## src/rtl/core/idsp_pkg.sv

```systemverilog
`timescale 1ns / 1ps
// ----------------------------------------------------------------------------
// idsp_pkg
// Shared types and constants for the id/string line parser: beat layouts,
// result kinds, parser modes and the code units that the grammar knows.
// ----------------------------------------------------------------------------
package idsp_pkg;

    // code units of the grammar
    localparam logic [15:0] UNIT_BOM       = 16'hFEFF;
    localparam logic [15:0] UNIT_LF        = 16'h000A;
    localparam logic [15:0] UNIT_CR        = 16'h000D;
    localparam logic [15:0] UNIT_EQUALS    = 16'h003D;
    localparam logic [15:0] UNIT_QUOTE     = 16'h0022;
    localparam logic [15:0] UNIT_BACKSLASH = 16'h005C;
    localparam logic [15:0] UNIT_LOWER_N   = 16'h006E;
    localparam logic [15:0] UNIT_DIGIT_0   = 16'h0030;
    localparam logic [15:0] UNIT_DIGIT_9   = 16'h0039;

    // most results one input beat can cause
    localparam int MAX_RESULTS = 3;
    // default depth of the result queue
    localparam int QUEUE_DEPTH_DEF = 4;

    // result kinds
    typedef enum logic [1:0] {
        KIND_CHAR     = 2'd0,
        KIND_COMPLETE = 2'd1,
        KIND_ERROR    = 2'd2,
        KIND_ABANDON  = 2'd3
    } t_kind;

    // parser modes, one-hot
    typedef enum logic [5:0] {
        MODE_NEWLINE = 6'b000001,
        MODE_COMMENT = 6'b000010,
        MODE_NUMBER  = 6'b000100,
        MODE_QUOTE   = 6'b001000,
        MODE_STRING  = 6'b010000,
        MODE_HALTED  = 6'b100000
    } t_mode;

    // input beat
    typedef struct packed {
        logic [15:0] code_unit;
        logic        first_of_file;
        logic        last_of_file;
    } t_in_beat;

    // result beat
    typedef struct packed {
        t_kind       kind;
        logic [31:0] entry_id;
        logic [15:0] char_out;
        logic        last_of_step;
    } t_out_beat;

    // results pushed into the queue for one input beat
    typedef struct packed {
        logic [1:0]                       n;
        t_out_beat [MAX_RESULTS-1:0]      beats;
    } t_push;

    // outcome of parsing one code unit
    typedef struct packed {
        t_push       push;
        t_mode       mode;
        logic [31:0] id;
        logic        pb;
    } t_step;

endpackage

```

## src/rtl/core/idsp_step.sv

```systemverilog
`timescale 1ns / 1ps
// ----------------------------------------------------------------------------
// idsp_step
// Parse logic for one code unit: from the current parser state and the
// input beat, forms the next state and up to three result beats.
// ----------------------------------------------------------------------------
module idsp_step
    import idsp_pkg::*;
(
    input  t_in_beat    i_beat,
    input  t_mode       i_mode,
    input  logic [31:0] i_id,
    input  logic        i_pb,
    output t_step       o_step
);

    logic [15:0] w_c;
    logic        w_digit;
    t_mode       w_mode;
    logic [31:0] w_id;
    logic        w_pb;

    assign w_c     = i_beat.code_unit;
    assign w_digit = (w_c >= UNIT_DIGIT_0) && (w_c <= UNIT_DIGIT_9);

    // file start restarts the parser
    assign w_mode = i_beat.first_of_file ? MODE_NEWLINE : i_mode;
    assign w_id   = i_beat.first_of_file ? 32'd0 : i_id;
    assign w_pb   = i_beat.first_of_file ? 1'b0 : i_pb;

    // mode transitions and result forming
    always_comb begin
        logic [1:0] cnt;
        logic       escaped;
        cnt     = 2'd0;
        escaped = 1'b0;
        o_step  = '0;
        o_step.mode = w_mode;
        o_step.id   = w_id;
        o_step.pb   = w_pb;
        for (int i = 0; i < MAX_RESULTS; i++) begin
            o_step.push.beats[i].kind     = KIND_CHAR;
            o_step.push.beats[i].entry_id = w_id;
        end

        case (w_mode)
            MODE_NEWLINE: begin
                if (w_digit) begin
                    o_step.id   = {28'd0, w_c[3:0]};
                    o_step.mode = MODE_NUMBER;
                end else begin
                    o_step.mode = MODE_COMMENT;
                end
            end
            MODE_COMMENT: begin
                if (w_c == UNIT_LF) begin
                    o_step.mode = MODE_NEWLINE;
                end
            end
            MODE_NUMBER: begin
                if (w_digit) begin
                    o_step.id = {w_id[28:0], 3'b000} + {w_id[30:0], 1'b0}
                              + {28'd0, w_c[3:0]};
                end else if (w_c == UNIT_EQUALS) begin
                    o_step.mode = MODE_QUOTE;
                end else begin
                    o_step.push.beats[cnt].kind = KIND_ERROR;
                    cnt = cnt + 2'd1;
                    o_step.mode = MODE_HALTED;
                end
            end
            MODE_QUOTE: begin
                if (w_c == UNIT_QUOTE) begin
                    o_step.pb   = 1'b0;
                    o_step.mode = MODE_STRING;
                end else if (w_c == UNIT_LF) begin
                    o_step.mode = MODE_NEWLINE;
                end
            end
            MODE_STRING: begin
                // flush a pending backslash first
                if (w_pb) begin
                    o_step.pb = 1'b0;
                    if (w_c == UNIT_LOWER_N) begin
                        o_step.push.beats[cnt].char_out = UNIT_CR;
                        cnt = cnt + 2'd1;
                        o_step.push.beats[cnt].char_out = UNIT_LF;
                        cnt = cnt + 2'd1;
                        escaped = 1'b1;
                    end else begin
                        o_step.push.beats[cnt].char_out = UNIT_BACKSLASH;
                        cnt = cnt + 2'd1;
                    end
                end
                if (!escaped) begin
                    if (w_c == UNIT_QUOTE) begin
                        o_step.push.beats[cnt].kind = KIND_COMPLETE;
                        cnt = cnt + 2'd1;
                        o_step.mode = MODE_COMMENT;
                    end else if (w_c == UNIT_BACKSLASH) begin
                        o_step.pb = 1'b1;
                    end else begin
                        o_step.push.beats[cnt].char_out = w_c;
                        cnt = cnt + 2'd1;
                    end
                end
            end
            default: begin
                // halted or unused code: ignore the unit
            end
        endcase

        // file end inside an open string
        if (i_beat.last_of_file && (o_step.mode == MODE_STRING)) begin
            o_step.push.beats[cnt].kind     = KIND_ABANDON;
            o_step.push.beats[cnt].char_out = 16'd0;
            cnt = cnt + 2'd1;
            o_step.pb   = 1'b0;
            o_step.mode = MODE_NEWLINE;
        end

        // byte-order mark at file start: skipped after the restart
        if (i_beat.first_of_file && (w_c == UNIT_BOM)) begin
            cnt         = 2'd0;
            o_step.mode = MODE_NEWLINE;
            o_step.id   = 32'd0;
            o_step.pb   = 1'b0;
        end

        // mark the final result of this beat
        for (int i = 0; i < MAX_RESULTS; i++) begin
            o_step.push.beats[i].last_of_step = (cnt != 2'd0) && (2'(i) == cnt - 2'd1);
        end
        o_step.push.n = cnt;
    end

endmodule

```

## src/rtl/core/idsp_out_queue.sv

```systemverilog
`timescale 1ns / 1ps
// ----------------------------------------------------------------------------
// idsp_out_queue
// Shift queue of result beats: takes up to three beats per cycle at the tail,
// hands one beat per cycle from the head to the output channel unless stalled.
// ----------------------------------------------------------------------------
module idsp_out_queue
    import idsp_pkg::*;
#(
    parameter int DEPTH = QUEUE_DEPTH_DEF
) (
    input  logic      i_clk,
    input  logic      i_rst_n,
    input  t_push     i_push,
    output logic      o_room,
    output logic      o_valid,
    output t_out_beat o_beat,
    input  logic      i_stall
);

    localparam int CW = $clog2(DEPTH + 1);
    localparam int IW = $clog2(DEPTH);

    logic [CW-1:0] r_count, n_count;
    logic [CW-1:0] w_keep;
    logic          w_pop;
    t_out_beat     r_q [DEPTH];
    t_out_beat     n_q [DEPTH];

    // head beat leaves when not stalled
    assign w_pop   = (r_count != '0) && !i_stall;
    assign w_keep  = r_count - CW'(w_pop);
    assign n_count = w_keep + CW'(i_push.n);
    assign o_valid = (r_count != '0);
    assign o_beat  = r_q[0];
    assign o_room  = (r_count <= CW'(DEPTH - MAX_RESULTS));

    // shift down on pop, append pushed beats behind the kept ones
    always_comb begin
        logic [CW-1:0] slot;
        for (int i = 0; i < DEPTH; i++) begin
            slot   = CW'(i) - w_keep;
            n_q[i] = r_q[i];
            if (CW'(i) < w_keep) begin
                if (w_pop) begin
                    n_q[i] = r_q[(i < DEPTH - 1) ? IW'(i + 1) : IW'(i)];
                end
            end else if (slot < CW'(i_push.n)) begin
                n_q[i] = i_push.beats[slot[1:0]];
            end
        end
    end

    // occupancy
    always_ff @(posedge i_clk) begin
        if (!i_rst_n) begin
            r_count <= '0;
        end else begin
            r_count <= n_count;
        end
    end

    // queue storage
    always_ff @(posedge i_clk) begin
        for (int i = 0; i < DEPTH; i++) begin
            r_q[i] <= n_q[i];
        end
    end

    a_count_bound: assert property (@(posedge i_clk) disable iff (!i_rst_n)
        r_count <= CW'(DEPTH))
        else $error("result queue count beyond depth");

    a_no_overflow: assert property (@(posedge i_clk) disable iff (!i_rst_n)
        (i_push.n != 2'd0) |-> ((w_keep + CW'(i_push.n)) <= CW'(DEPTH)))
        else $error("result queue overflow");

    a_push_needs_room: assert property (@(posedge i_clk) disable iff (!i_rst_n)
        !o_room |-> (i_push.n == 2'd0))
        else $error("push while queue has no room");

endmodule

```

## src/rtl/core/id_string_line_parser_unit.sv

```systemverilog
`timescale 1ns / 1ps
// ----------------------------------------------------------------------------
// id_string_line_parser_unit
// Parser for UTF-16 text lines of the form id = "string", streaming string
// characters tagged with their decimal id.
// ----------------------------------------------------------------------------
// One code unit is parsed per cycle unless the input stalls; the parser
// state updates in the cycle the unit is accepted and its results (none to
// three) enter a result queue of QUEUE_DEPTH beats, which drains one beat
// per cycle unless the receiver stalls. The input stalls while more than
// QUEUE_DEPTH-3 beats wait, so without receiver stalls a steady stream of
// units that each yield at most one result flows at one unit per cycle; a
// unit with two or three results (newline escape, file end in a string)
// can stall the input. No clearing pass is needed after reset.
// ----------------------------------------------------------------------------
module id_string_line_parser_unit
    import idsp_pkg::*;
#(
    parameter int QUEUE_DEPTH = QUEUE_DEPTH_DEF
) (
    input  logic      i_clk,
    input  logic      i_rst_n,
    input  logic      i_valid,
    input  t_in_beat  i_beat,
    output logic      o_stall,
    output logic      o_valid,
    output t_out_beat o_beat,
    input  logic      i_stall
);

    t_mode       r_mode;
    logic [31:0] r_id;
    logic        r_pb;
    t_step       w_step;
    t_push       w_push;
    logic        w_room;
    logic        w_accept;

    assign o_stall  = !w_room;
    assign w_accept = i_valid && !o_stall;

    // parse logic for the incoming unit
    idsp_step u_step (
        .i_beat (i_beat),
        .i_mode (r_mode),
        .i_id   (r_id),
        .i_pb   (r_pb),
        .o_step (w_step)
    );

    // results enter the queue only for an accepted beat
    always_comb begin
        w_push = w_step.push;
        if (!w_accept) begin
            w_push.n = 2'd0;
        end
    end

    // parser state
    always_ff @(posedge i_clk) begin
        if (!i_rst_n) begin
            r_mode <= MODE_NEWLINE;
            r_id   <= 32'd0;
            r_pb   <= 1'b0;
        end else if (w_accept) begin
            r_mode <= w_step.mode;
            r_id   <= w_step.id;
            r_pb   <= w_step.pb;
        end
    end

    // result queue
    idsp_out_queue #(
        .DEPTH (QUEUE_DEPTH)
    ) u_queue (
        .i_clk   (i_clk),
        .i_rst_n (i_rst_n),
        .i_push  (w_push),
        .o_room  (w_room),
        .o_valid (o_valid),
        .o_beat  (o_beat),
        .i_stall (i_stall)
    );

    a_halted_silent: assert property (@(posedge i_clk) disable iff (!i_rst_n)
        (w_accept && (r_mode == MODE_HALTED) && !i_beat.first_of_file)
        |-> (w_push.n == 2'd0))
        else $error("halted parser produced a result");

    a_bom_restart: assert property (@(posedge i_clk) disable iff (!i_rst_n)
        (w_accept && i_beat.first_of_file && (i_beat.code_unit == UNIT_BOM))
        |=> ((r_mode == MODE_NEWLINE) && (r_id == 32'd0) && !r_pb))
        else $error("byte-order mark did not restart the parser");

endmodule

```

## config.mk

```make
export PLATFORM = sky130hd
export DESIGN_NAME = id_string_line_parser_unit
export DESIGN_NICKNAME = d
export VERILOG_FILES = /design/src/rtl/core/idsp_pkg.sv /design/src/rtl/core/idsp_step.sv /design/src/rtl/core/idsp_out_queue.sv /design/src/rtl/core/id_string_line_parser_unit.sv
export SDC_FILE = /design/constraint.sdc
export NUM_CORES = 1
export LEC_CHECK = 0
export BUFFER_PORTS_ARGS = -buffer_cell sky130_fd_sc_hd__buf_2
export CAP_MARGIN = 15
export CORE_MARGIN = 1.5
export CORE_UTILIZATION = 40
export CTS_CLUSTER_SIZE = 8
export DETAILED_ROUTE_END_ITERATION = 10
export GPL_ROUTABILITY_DRIVEN = 0
export PLACE_DENSITY_LB_ADDON = 0.12
export SLEW_MARGIN = 20
export SYNTH_ARGS = -nofsm -noshare
export SYNTH_HDL_FRONTEND = slang
export SYNTH_HIERARCHICAL = 1
export SYNTH_SLANG_ARGS = --single-unit
```

## constraint.sdc

```tcl
create_clock -name i_clk -period 14.09 [get_ports i_clk]
set_input_delay 1.409 -clock i_clk [delete_from_list [all_inputs] [get_ports i_clk]]
set_output_delay 1.409 -clock i_clk [all_outputs]
set_load 0.01 [all_outputs]
```

==> summary.md, run 1 <==
| Metric | Value |
|---|---|
| Yosys warns | 6 |
| Setup crit start kind | input pin |
| Root buffer cell | clkbuf_16 |
| P&R area growth vs syn | 6.52% |
| Synth Instances | 1623 |
| Final setup violating endpoints | 0 |
| Crit path kind | input pin to register |
| DR vias/cell | 5.82 |
| Worst r2r src | u_queue/r_count[2] |
| Antenna Nets Post-Route | 0 |
| Compound-Gate Fraction of Synth Area | 0.191 |
| Clock sink count | 246 |
| Hold path endpoint | r_id[27] |
| Worst-case reg-to-reg path depth | 9 |
| Vias in the first global route | 11700 |
| Buffer count from post-CTS setup fixing | 0 |
| Pwr dens | 229 nW/um^2 |
| H-tree depth | 2 |
| I/O Buffers | 74 |
| Final hold violation count | 0 |
| DR vias | 12300 |
| Die Span Y | 207 um |
| Type of destination of the critical path | register |
| Pwr Total | 4070 uW |
| Top_reg_cell synth | edfxtp_1 |
| Async set-reset flop share out of synthesis | 0 |
| Mean Syn Cell Area | 10.3 um^2 |
| First-pass GRT wire length | 69800 um |
| Hold path cells | 2 |
| DP Worst Slack | 7.68 ns |
| Total of max-cap violations | 0 |
| Total iterations of the first detailed-routing run | 9 |
| RSZ-0062 raised after global routing | false |
| # rows | 74 |
| Net Sw Frac | 0.408 |
| Hold wc startpoint | r_id[27] |
| Clk_lat worst skew | 0.54 ns |
| Internal | 2410 uW |
| Worst hold path type | register to register |
| WP data required | 14.25 ns |
| Number of synthesized flops with an enable pin | 204 |
| Share of layout cells above drive strength 1 | 0.157 |
| Final setup margin | 8.27 ns |
| Slew at the pin closest to its max-slew limit | 1.08 ns |
| Pins Over Slew Limit | 0 |
| Post-synth top area share | 0.366 |
| Gate power share | 0.452 |
| Reg clk slew, reported paths | 0.05 ns |
| Final layout net count | 1651 |
| Cell area after synthesis | 16700 um^2 |
| Largest family of logic cells by synthesized area | compound AO/OA/AOI/OAI gates |
| Status | finished with violations |
| DRT iter0 DRCs | 1087 |
| # diodes | 0 |
| VDD IR max | 0.000188 V |
| Initial antenna violation count | 1 |
| Part of the power in registers | 0.341 |
| WL final | 44800 um |
| Area leader, netlist | edfxtp_1 |
| Overflow after GRT | 0 |
| Count of state elements after synthesis | 246 |
| R2r setup slk | 8.47 ns |
| Clk buf depth | 3 |
| TNS Setup | 0 ns |
| Count of cell types in the netlist | 82 |
| Crit Reg-Reg Endpoint | u_queue/r_q[0][32] |
| Synth top area cells | edfxtp_1, mux2i_1, a21oi_1, ha_1, dfxtp_1 |
| Post-Synth Adder-Cell Area | 0.0552 |
| Initial Utilization | 0.408 |
| Crit path max fanout | 68 |
| Largest net degree at the start of global routing | 81 |
| Failing checks | DRC |
| Post-Synth XOR/XNOR Area | 0.0184 |
| Tmin final | 5.82 ns |
| Routed WL per cell | 21.2 um |
| Tcrit/Tclk final | 0.413 |
| Slew HR | 0.281 |
| Total track usage | 0.206 |
| Non-Filler Instances | 2109 |
| Synth Area in Simple Gates | 0.0946 |
| Post-CTS Resized | 0 |
| DRC Markers | 5 |
| Inserted Clock Buffers | 37 |
| Worst clock skew | 0.0126 ns |
| Io pins | 75 |
| DP HPWL | 26500 um |
| Clock Power Share | 0.207 |
| Switching Power | 1660 uW |
| Pleak | 0.00693 uW |
| Placed cell count | 2050 |
| CTS tree | done |
| Mux cell area share after synthesis | 0.132 |
| FMAX | 172 MHz |
| Post-CTS Hold Buffers | 0 |
| Core area | 41000 um^2 |
| DIE AREA | 43000 um^2 |
| Sequential area share after synthesis | 0.417 |
| Worst EP arrival | 5.98 ns |
| Die W | 207 um |
==> cell type report <==
class / count / area, um^2
Sequential cell: 246 / 6970
Inverter: 56 / 210
Clock buffer: 56 / 1030
Fill cell: 3861 / 23200
Timing Repair Buffer: 95 / 528
Clock inverter: 3 / 47.5
Multi-Input combinational cell: 1121 / 8360
Tap cell: 532 / 666
==> sequential cells by signal (all words and copies together), names as in the netlist <==
name,flops
r_pb,1
u_queue/r_count,3
r_id,32
r_mode,6
u_queue/r_q,204
==> layer usage <==
layer | GRT usage | wire [um] | part of all wire
met5 | 0 | 0 | 0
met3 | 0.0410 | 2560 | 0.057
met4 | 0.0530 | 824 | 0.018
met1 | 0.297 | 21500 | 0.48
met2 | 0.314 | 19900 | 0.44
==> power groups by stage <==
stage	sequential, uW	combinational, uW	clock (uW)
floorplan	1440	1280	0
global placement	1400	1850	0
detailed placement	1400	1860	0
CTS	1390	1860	866
global route	1420	1990	894
finish	1390	1840	845
==> placed cells by master (no fill, tap or decap), types with 21 or more instances in the layout <==
cell type | netlist | final
a21oi_1 | 184 | 183
a22o_1 | 70 | 70
a31oi_1 | 53 | 53
and2_1 | 31 | 30
buf_2 | 35 | 74
buf_4 | 97 | 21
clkbuf_16 | 0 | 37
dfxtp_1 | 42 | 42
edfxtp_1 | 204 | 204
ha_1 | 69 | 66
inv_1 | 55 | 55
mux2_2 | 74 | 73
mux2i_1 | 119 | 119
nand2_1 | 89 | 89
nand4_1 | 42 | 42
nor2_1 | 48 | 47
o21ai_0 | 55 | 55
o32ai_1 | 27 | 27
==> cell usage after synthesis (13+ instances only) <==
cell / n
xnor2_1: 14
o21ai_0: 55
mux2i_1: 119
buf_4: 97
o32ai_1: 27
inv_1: 55
nand3_1: 14
a21oi_1: 184
ha_1: 69
o2bb2ai_1: 16
mux2_2: 74
nor2_1: 48
dfxtp_1: 42
nand2_1: 89
a22o_1: 70
o21ai_1: 19
edfxtp_1: 204
mux2_1: 15
buf_6: 14
clkbuf_1: 63
nor2b_1: 13
xor2_1: 18
and2_1: 31
buf_2: 35
nand4_1: 42
a31oi_1: 53
==> cell families after synthesis <==
kind of cell,count (synthesis)
compound gates,496
other cells,1
mux,209
flops,246
fa+ha+maj,72
buf+inv,271
xor+xnor,33
simple gates,295
==> worst max-delay path, stage by stage <==
cell      delay, ns
buf_2          0.08
buf_4          0.61
nor4_2         0.19
nand2_1        0.20
nor2_4         0.08
o21a_2         0.45
a31o_1         0.32
nor4b_2        0.26
and4b_4        0.41
nand2b_1       0.13
o21ai_0        0.10
and3_1         0.25
inv_1          0.13
ha_1           0.31
a211oi_1       0.24
mux2_4         0.75
==> through the flow <==
stage / hold slack, ns / area, um^2 / utilization
CTS: 0.452 / 17800 / 0.434
global route: 0.465 / 17800 / 0.434
detailed placement: 0.442 / 16700 / 0.408
global placement: 0.437 / 16700 / 0.408
finish: 0.449 / 17800 / 0.434
floorplan: 0.428 / 16800 / -
==> worst max-delay path by stage <==
stage / depth (start not counted) / to / startpoint / slack [ns]
5_1_grt: 15 / u_queue/r_q[2][32] / i_beat[1] / 7.83
6_report: 16 / u_queue/r_q[2][32] / i_beat[1] / 8.27
2_1_floorplan: 16 / u_queue/r_q[3][0] / i_beat[10] / 6.76
4_1_cts: 16 / u_queue/r_q[2][32] / i_beat[1] / 8.24
3_5_place_dp: 16 / u_queue/r_q[2][31] / i_beat[1] / 7.68
3_3_place_gp: 16 / u_queue/r_q[2][31] / i_beat[1] / 7.75
(Power assumes the default switching activity.)
==> run 2: changes to the inputs <==
- clock period: 14.09 -> 4.9 ns (I/O delays scaled with it)
==> run 2 against run 1 <==
Compared with the run above: the run still ends with DRC left; via count rose by 1.7%; register-to-register slack got worse by 7.7 ns; non-clock buffer count rose by 42; critical path depth did not move; sequential power rose to 2.9 times the previous value; clock skew rose by 0.0091 ns; combinational power rose to 3.1 times the previous value; final area rose by 2.0%; flip-flop and latch count did not move; wire length rose by 2.9%; global-route usage rose by 0.69 points; utilization rose by 0.86 points; critical path type is now register to register; critical endpoint is now u_queue/r_q[0][3]; highest routed layer unchanged.
==> summary.md, run 2 (synthesis gave the netlist of run 1 again) <==
| Metric | Value |
|---|---|
| DRT iter0 DRCs | 964 (-11%) |
| FMAX | 244 MHz |
| DIE AREA | 43000 um^2 (unchanged) |
| Switching Power | 4890 uW (+190%) |
| Net Sw Frac | 0.409 (+0.00112) |
| Multi-input logic area | 8360 um^2 (about the same) |
| Clk buf depth | 3 (unchanged) |
| R2r setup slk | 0.80 ns (-7.67 ns) |
| Clock sink count | 246 (unchanged) |
| Pleak | 0.00714 uW (+3.0%) |
| Worst EP arrival | 4.32 ns (-1.66 ns) |
| First-pass GRT wire length | 71900 um (+3.0%) |
| Worst setup path end | u_queue/r_q[0][3] |
| Slew HR | 0.358 (+0.0772) |
| Crit path max fanout | 14 (-79%) |
| Overflow after GRT | 0 (unchanged) |
| Register with the most flip-flops | u_queue/r_q |
| VDD IR max | 0.000648 V (+240%) |
| Pins Over Slew Limit | 0 (unchanged) |
| Total track usage | 0.213 (+0.00692) |
| FF+latch area | 6970 um^2 (unchanged) |
| TNS Setup | 0 ns (unchanged) |
| Worst Hold Slack | 0.445 ns (-0.00424 ns) |
| Die W | 207 um (unchanged) |
| Crit. Startpoint | r_mode[2] |
| DR vias/cell | 5.82 (about the same) |
| DP Worst Slack | 0.397 ns (-7.28 ns) |
| Total iterations of the first detailed-routing run | 8 (-1) |
| Die Span Y | 207 um (unchanged) |
| P&R area growth vs syn | 8.64% |
| Max reg flops | 204 (unchanged) |
| DRC Markers | 4 (-1) |
| Failing checks | DRC |
| Post-CTS Hold Buffers | 0 (unchanged) |
| Gate power share | 0.470 (+0.018) |
| H-tree depth | 2 (unchanged) |
| Routed WL per cell | 21.5 um (+1.2%) |
| Clock Power Share | 0.198 (-0.009) |
| Pwr Total | 12000 uW (+190%) |
| WP data required | 5.12 ns (-9.13 ns) |
| DP HPWL | 29000 um (+9.6%) |
| # diodes | 0 (unchanged) |
| Worst clock skew | 0.0217 ns (+0.00911 ns) |
| Initial Utilization | 0.408 (unchanged) |
| Worst r2r src | r_mode[2] |
| DR vias | 12500 (+1.7%) |
| Placed cell count | 2092 (+2.0%) |
| Core area | 41000 um^2 (unchanged) |
| Internal | 7070 uW (+190%) |
| Most frequent cells in the layout | edfxtp_1, a21oi_1, mux2i_1 |
| Post-CTS Resized | 0 (unchanged) |
| Reg clk slew, reported paths | 0.05 ns (about the same) |
| Slew at the pin closest to its max-slew limit | 0.961 ns (-0.118 ns) |
| I/O Buffers | 74 (unchanged) |
| Crit path kind | register to register |
| # rows | 74 (unchanged) |
| Type of destination of the critical path | register |
| Tcrit/Tclk final | 0.837 |
| Final setup margin | 0.801 ns (-7.47 ns) |
| Worst-case reg-to-reg path depth | 16 (+7) |
| Vias in the first global route | 12100 (+3.5%) |
| Buffer count from post-CTS setup fixing | 0 (unchanged) |
| Antenna Nets Post-Route | 0 (unchanged) |
| Tmin final | 4.10 ns |
| Final setup violating endpoints | 0 (unchanged) |
| Io pins | 75 (unchanged) |
| Final layout net count | 1693 (+2.5%) |
| CTS tree | done |
| Root buffer cell | clkbuf_16 |
| Non-Filler Instances | 2146 (+1.8%) |
| Share of layout cells above drive strength 1 | 0.179 (+0.0218) |
| Status | finished with violations |
| Part of the power in registers | 0.332 (-0.009) |
| Pwr dens | 659 nW/um^2 (+190%) |
| Largest net degree at the start of global routing | 81 (unchanged) |
| Crit Reg-Reg Endpoint | u_queue/r_q[0][3] |
| WL final | 46100 um (+2.9%) |
| Total of max-cap violations | 0 (unchanged) |
| Setup crit start kind | register |
| Inserted Clock Buffers | 37 (unchanged) |
| RSZ-0062 raised after global routing | false |
| Initial antenna violation count | 1 (unchanged) |
| Final hold violation count | 0 (unchanged) |
| Commonest non-fill, non-tap cell in the layout | edfxtp_1 |
| Worst hold path type | input pin to register |
| Fill cells | 3885 (+0.62%) |
| Clk_lat worst skew | 0.55 ns (about the same) |
| Top Registers | u_queue/r_q x204, r_id x32, r_mode x6 |
run 2: cell count changes in the layout (fill, tap and decap cells not counted), sizes merged:
cell / previous run / this run
clkinvlp: 0 / 1
inv: 58 / 57
clkinv: 0 / 1
clkbuf: 56 / 51
buf: 95 / 137
bufinv: 1 / 0
run 2: per-layer routing:
metal  wire length (um)  vias up  global-route usage
met3               2560       67              0.0372
met2              20300      323               0.322
met1              22300     6102               0.309
met4                936        0              0.0624
li1                   -     6001                   -
met5                  0        -                   0
run 2: power groups by stage:
stage	Combinational (uW)	Clock [uW]	Sequential (uW)
after floorplan	3700	0	4110
after global placement	5630	0	4000
after detailed placement	5670	0	4020
after CTS	5670	2440	3990
after global routing	6050	2510	4050
final	5620	2370	3970
run 2: final cells by class:
type | count | area share
clock buffer | 51 | 0.0562
clock inverter | 3 | 0.00117
inverter | 56 | 0.0116
multi-input combinational | 1121 | 0.460
sequential | 246 | 0.384
tap | 532 | 0.0367
timing repair buffer | 137 | 0.0506
run 2: worst min-delay path by stage:
stage	cells past startpoint	startpoint	to
6_report	4	i_beat[2]	r_id[0]
4_1_cts	4	i_beat[2]	r_id[0]
2_1_floorplan	2	r_id[23]	r_id[23]
3_3_place_gp	2	r_id[29]	r_id[29]
3_5_place_dp	2	r_id[29]	r_id[29]
5_1_grt	4	i_beat[2]	r_id[0]
run 2: per-stage QoR:
step,util,area (um^2)
global route,0.443,18200
detailed placement,0.417,17100
finish,0.443,18200
global placement,0.417,17100
CTS,0.443,18200
floorplan,-,16800
run 2: critical path, stage by stage (launching register included):
cell,delay (ns)
dfxtp_1,0.40
nor4_1,0.48
and2_1,0.24
a211o_1,0.18
inv_1,0.07
a31o_1,0.25
nor4b_2,0.29
and4b_4,0.35
nand2b_1,0.09
o21ai_0,0.07
and3_1,0.25
inv_1,0.08
buf_4,0.15
ha_1,0.29
a21oi_1,0.15
mux2_4,0.18
buf_4,0.27
